$ cat src/sv/hcbp_pkg.sv
// shared types and constants for the huffman code bit packer
package hcbp_pkg;

   localparam int SYMBOL_COUNT_DEF = 256;
   localparam int MAX_CODE_LEN_DEF = 32;

   localparam int SYMBOL_W  = 8;
   localparam int WORD_W    = 32;
   localparam int LENGTH_W  = 6;
   localparam int ACTION_W  = 2;
   localparam int BYTE_W    = 8;
   localparam int REQ_DATA_W = 48;
   localparam int RSP_DATA_W = 8;
   localparam int RSP_USER_W = 1;

   localparam int SYMBOL_LSB = 0;
   localparam int WORD_LSB   = SYMBOL_LSB + SYMBOL_W;
   localparam int LENGTH_LSB = WORD_LSB + WORD_W;

   typedef enum logic [ACTION_W-1:0] {
      ACT_LOAD   = 2'd0,
      ACT_ENCODE = 2'd1,
      ACT_FLUSH  = 2'd2
   } hcbp_action_type;

   typedef enum logic [1:0] {
      ST_IDLE,
      ST_ALIGN,
      ST_EMIT,
      ST_FLUSH
   } hcbp_state_type;

   typedef struct packed {
      logic table_write;
      logic table_read;
      logic align;
      logic emit;
      logic commit;
      logic flush_out;
   } hcbp_cmd_type;

   typedef struct packed {
      logic in_range;
      logic has_byte;
      logic out_free;
   } hcbp_status_type;

endpackage

$ cat src/sv/hcbp_ctrl.sv
// controller state machine for the huffman code bit packer
module hcbp_ctrl (
   input  logic                     clock,
   input  logic                     reset,
   input  logic                     req_tvalid,
   output logic                     req_tready,
   input  logic [hcbp_pkg::ACTION_W-1:0] req_tuser,
   input  hcbp_pkg::hcbp_status_type status,
   output hcbp_pkg::hcbp_cmd_type    cmd
);
   import hcbp_pkg::*;

   hcbp_state_type  state_ff;
   hcbp_state_type  state_in;
   hcbp_action_type action;
   logic            accept;

   assign action     = hcbp_action_type'(req_tuser);
   assign req_tready = (state_ff == ST_IDLE);
   assign accept     = req_tvalid & req_tready;

   always_ff @(posedge clock) begin
      if (reset) begin
         state_ff <= ST_IDLE;
      end else begin
         state_ff <= state_in;
      end
   end

   always_comb begin
      state_in = state_ff;
      unique case (state_ff)
         ST_IDLE: begin
            if (accept) begin
               unique case (action)
                  ACT_ENCODE: begin
                     if (status.in_range) begin
                        state_in = ST_ALIGN;
                     end
                  end
                  ACT_FLUSH: state_in = ST_FLUSH;
                  default:   state_in = ST_IDLE;
               endcase
            end
         end
         ST_ALIGN: state_in = ST_EMIT;
         ST_EMIT: begin
            if (!status.has_byte) begin
               state_in = ST_IDLE;
            end
         end
         ST_FLUSH: begin
            if (status.out_free) begin
               state_in = ST_IDLE;
            end
         end
         default: state_in = ST_IDLE;
      endcase
   end

   always_comb begin
      cmd = '0;
      unique case (state_ff)
         ST_IDLE: begin
            cmd.table_write = accept & (action == ACT_LOAD) & status.in_range;
            cmd.table_read  = accept & (action == ACT_ENCODE) & status.in_range;
         end
         ST_ALIGN: cmd.align = 1'b1;
         ST_EMIT: begin
            cmd.emit   = status.has_byte & status.out_free;
            cmd.commit = !status.has_byte;
         end
         ST_FLUSH: cmd.flush_out = status.out_free;
         default: cmd = '0;
      endcase
   end

endmodule

$ cat config.mk
export PLATFORM = sky130hd
export DESIGN_NAME = hcbp_ctrl
export DESIGN_NICKNAME = d
export VERILOG_FILES = /design/src/sv/hcbp_pkg.sv /design/src/sv/hcbp_ctrl.sv
export SDC_FILE = /design/constraint.sdc
export NUM_CORES = 1
export LEC_CHECK = 0
export BUFFER_PORTS_ARGS = -buffer_cell sky130_fd_sc_hd__buf_2
export CAP_MARGIN = 20
export CELL_PAD_IN_SITES_DETAIL_PLACEMENT = 1
export CELL_PAD_IN_SITES_GLOBAL_PLACEMENT = 1
export CORE_AREA = 2 2 39 41
export DETAILED_ROUTE_END_ITERATION = 12
export DIE_AREA = 0 0 41 43
export GPL_TIMING_DRIVEN = 0
export MAX_ROUTING_LAYER = met4
export PLACE_DENSITY = 0.58
export RECOVER_POWER = 100
export SETUP_SLACK_MARGIN = 0.1
export SYNTH_ARGS = -nofsm -noshare
export SYNTH_HDL_FRONTEND = slang
export SYNTH_SLANG_ARGS = --single-unit
$ cat constraint.sdc
create_clock -name clock -period 1.56 [get_ports clock]
set_clock_uncertainty 0.15 [all_clocks]
set_input_delay 0.234 -clock clock [delete_from_list [all_inputs] [get_ports clock]]
set_output_delay 0.234 -clock clock [all_outputs]
set_load 0.01 [all_outputs]
== After elaboration in Yosys (flattened, before gate mapping) ==
Cells that the tools add are included.
Widths: inputs -> output; s select.

* Multiplexer cells: 10
* Reduce and logical (&&, ||, !) cells: 4
* Bitwise gates (word level): 6
* Eq/ne operators: 9

{| class="wikitable"
|+ Operator list
! kind !! number
|-
| $mux 2 || 6
|-
| $pmux 2 s4 || 1
|-
| $and 1x1->1 || 6
|-
| $eq 2x2->1 const B || 3
|-
| $eq 2x1->1 const B || 2
|-
| $logic_not 2->1 || 2
|-
| $ne 2x2->1 const B || 2
|-
| $pmux 2 s2 || 1
|-
| $reduce_and 4->1 || 1
|-
| $ne 3x3->1 const B || 1
|-
| $mux 1 || 2
|-
| $ne 2x1->1 const B || 1
|-
| $logic_not 1->1 || 1
|}

* Register bits: 2
* Output and inout port bits: 7
* Word-level logic and storage cells: 30

== Logic depth before layout (Yosys ltp) ==
* Word-level depth: 5
* Mapped depth: 5
* Gate-level depth less buffers: 5

== Worst setup path before layout ==
Ideal clock, no wire load.

* Path type: reg2out
* Start point: register state_ff[0]
* End point: output port cmd[4] (netlist bit)
* Data arrival time: 0.837 ns
* Data required time: 1.176 ns
* Path buffers: 1
* Setup slack: 0.339 ns
* Cell stages (with the launch flop): 4
* Cells stage by stage: dfxtp_1 -> buf_6 -> nor2_2 -> and4_1

{| class="wikitable"
|+ RTL lines
! item !! RTL line !! source
|-
| start, declared || hcbp_ctrl.sv:13 || <nowiki>hcbp_state_type state_ff;</nowiki>
|-
| start signal, assigned || hcbp_ctrl.sv:26 || <nowiki>state_ff <= state_in;</nowiki>
|-
| end, declared || hcbp_ctrl.sv:9 || <nowiki>output hcbp_pkg::hcbp_cmd_type cmd</nowiki>
|}

==> flow_summary.toml <==
[synth]
synth_edf_count = 0
synth_top_family_by_area = "simple AND/OR/NAND/NOR gates"
synth_xor_area_share_pct = 0
synth.avg_cell_area_um2 = 8.66
yosys.cell_types.count = 18
ys_ff_latch = 2
yosys-top-cells-area = "dfxtp_1 18%, ha_1 17%, and4_1 7.8%"
yosys_warnings = 0
synthesis.nets = 37
synth-compound-area-share_pct = 10.0
yosysTopAreaCellShare_pct = 17.8
yosys_most_used_dff = "dfxtp_1"
syn-cell-area_um2 = 225
yosys.area_share.simple_pct = 45.6
synthArstFlopShare_pct = 0
synth.top_cells.by_count = "3 x ha_1, 3 x inv_1"
ys_seq_area_share_pct = 17.8
synth_fa_ha_area_share_pct = 16.7
yosys.area.top_type = "dfxtp_1"
synth_cells = 26
muxShareOfSynthArea_pct = 0

[clock_network]
clk_path_buf_depth = 2
clock-sinks = 2
htree_levels = 1
cts_buffers = 3
clock_latency_ps = 230
cts.clk_slew.worst_paths_ps = 30
ctsHoldBuffers = 0
cts_tree = "built"
root_buffer = "clkbuf_4"

[timing]
min_period_ps = 1440
maxSlewViolCount = 0
rsz0062_at_grt = "true"
slew_headroom_pct = 83.4
hold_viol = 0
max_freq_ghz = 0.693
final.setup.tns_ps = 0
worst_pin_slew_ps = 246
fin_crit_sh_pct = 92.6
setup_viol = 0

[die]
fp-row-count = 14
die_w_um = 41
io_pins = 15
start_util_pct = 16.3
core_area_um2 = 1380
die_h_um = 43
die_area_um2 = 1760

[grt]
antenna_found_initial = 0
grt_overflow = 0
grt_pass1_vias = 264
grt_max_degree = 10
grtUsageTotal_pct = 8.83
grt_pass1_wl_um = 986

[detailed_routing]
drc_errors = 0
wl_per_cell_um = 10.2
routed_wl_um = 631
ant_nets = 0
drt-initial-drc-count = 1
via_per_inst = 4.35
first_pass_iters = 2
via_count = 270

[finish]
reg_top3 = "state_ff x2"
largest_reg_flops = 2
top_register = "state_ff"
syn_to_final_growth_pct = 58.9
fin_nets = 59
antenna_cells = 0
drive_gt1_share_pct = 45.7
fin_cells = 62

[worst_setup_path]
critPathRequiredTime_ps = 1180
crit_type = "reg2out"
cp_data_arrival_time_ps = 1060
reg2reg_slack_ps = 420
cp-end-kind = "output pin"
worstPathMaxFanout = 7
start_kind = "register"

[min_path]
hold_class = "in2reg"

[place]
hpwl_um = 459
io_buffers = 14
place_congestion = 0.625
place_inst = 56

[power]
powerDensity_nw_per_um2 = 679
power.static_leakage_uw = 0.000176
ir_worst_vdd_v = 0.000110

[flow_run]
cap_violations = 0

[status]
status = "finished clean"
-- worst paths after layout --
path,start,endpoint,cells past startpoint
hold / removal,reset,state_ff[1],2
hold reg to reg,state_ff[1],state_ff[0],2
setup / recovery,state_ff[0],cmd[4],4
setup reg to reg,state_ff[0],state_ff[0],3
-- layout make-up --
| class | instances | area [um^2] |
|---|---|---|
| Inverter | 3 | 11.3 |
| Sequential cell | 2 | 45.0 |
| Timing Repair Buffer | 17 | 87.6 |
| Fill cell | 177 | 1030 |
| Multi-Input combinational cell | 20 | 160 |
| Tap cell | 16 | 20.0 |
| Buffer | 1 | 11.3 |
| Clock buffer | 3 | 22.5 |
-- worst max-delay path, stage by stage, from the launching register on --
cell and delay [ps]:
dfxtp_2 300, buf_6 120, nor2_4 80, and4_1 170, clkbuf_1 150
-- through the flow --
stage / setup slack, ps / hold slack (ps) / power [uW] / instance area [um^2] / utilization (%)
after floorplan: 339 / 153 / 90.7 / 225 / -
after global placement: 258 / 302 / 116 / 315 / 22.8
after detailed placement: 250 / 301 / 117 / 315 / 22.8
after CTS: 87.2 / 47.7 / 247 / 352 / 25.4
after global routing: 54.1 / 39.8 / 265 / 358 / 25.9
final: 116 / 42.5 / 243 / 358 / 25.9
-- report_power, final --
group,internal (uW),switching (uW)
Clock,85.2,34.1
Combinational,33.4,29.6
Sequential,55.0,5.68
Total,174,69.4
-- cells by family after synthesis --
family	Yosys count
AO/OA/AOI/OAI	2
adder cells (fa/ha/maj)	3
buffers and inverters	4
flip-flops	2
AND/OR/NAND/NOR	15
-- timing repair --
item / in CTS / in global routing
setup buffers: 1 / 2
setup endpoints to repair: 4 / 4
gates resized for setup: 2 / 2
pin swaps: 1 / 3
-- placed cells by master (no fill, tap or decap) --
master / Yosys / routed
nor2_1: 1 / 1
buf_4: 0 / 3
nand2b_1: 1 / 1
a31oi_1: 1 / 1
and4_1: 2 / 2
dfxtp_2: 0 / 1
nor2_4: 0 / 1
nand3_1: 1 / 1
dfxtp_4: 0 / 1
buf_6: 1 / 1
nor3b_1: 1 / 1
buf_2: 0 / 10
clkbuf_4: 0 / 3
nand4b_1: 1 / 1
nand3b_1: 2 / 2
clkbuf_1: 0 / 4
nor3b_2: 1 / 1
nand2_1: 2 / 2
nor2b_1: 1 / 1
ha_1: 3 / 3
and3_1: 1 / 1
inv_1: 3 / 3
o41ai_1: 0 / 1
-- per-layer routing --
metal  vias to the layer above  track usage (%)  routed length, um
met4                         0             10.0                 21
met3                         2             1.57                 46
met1                       123             9.27                276
met2                        12             12.2                286
li1                        133                -                  -
met5                         -                -                  0
(Power assumes the default switching activity.)
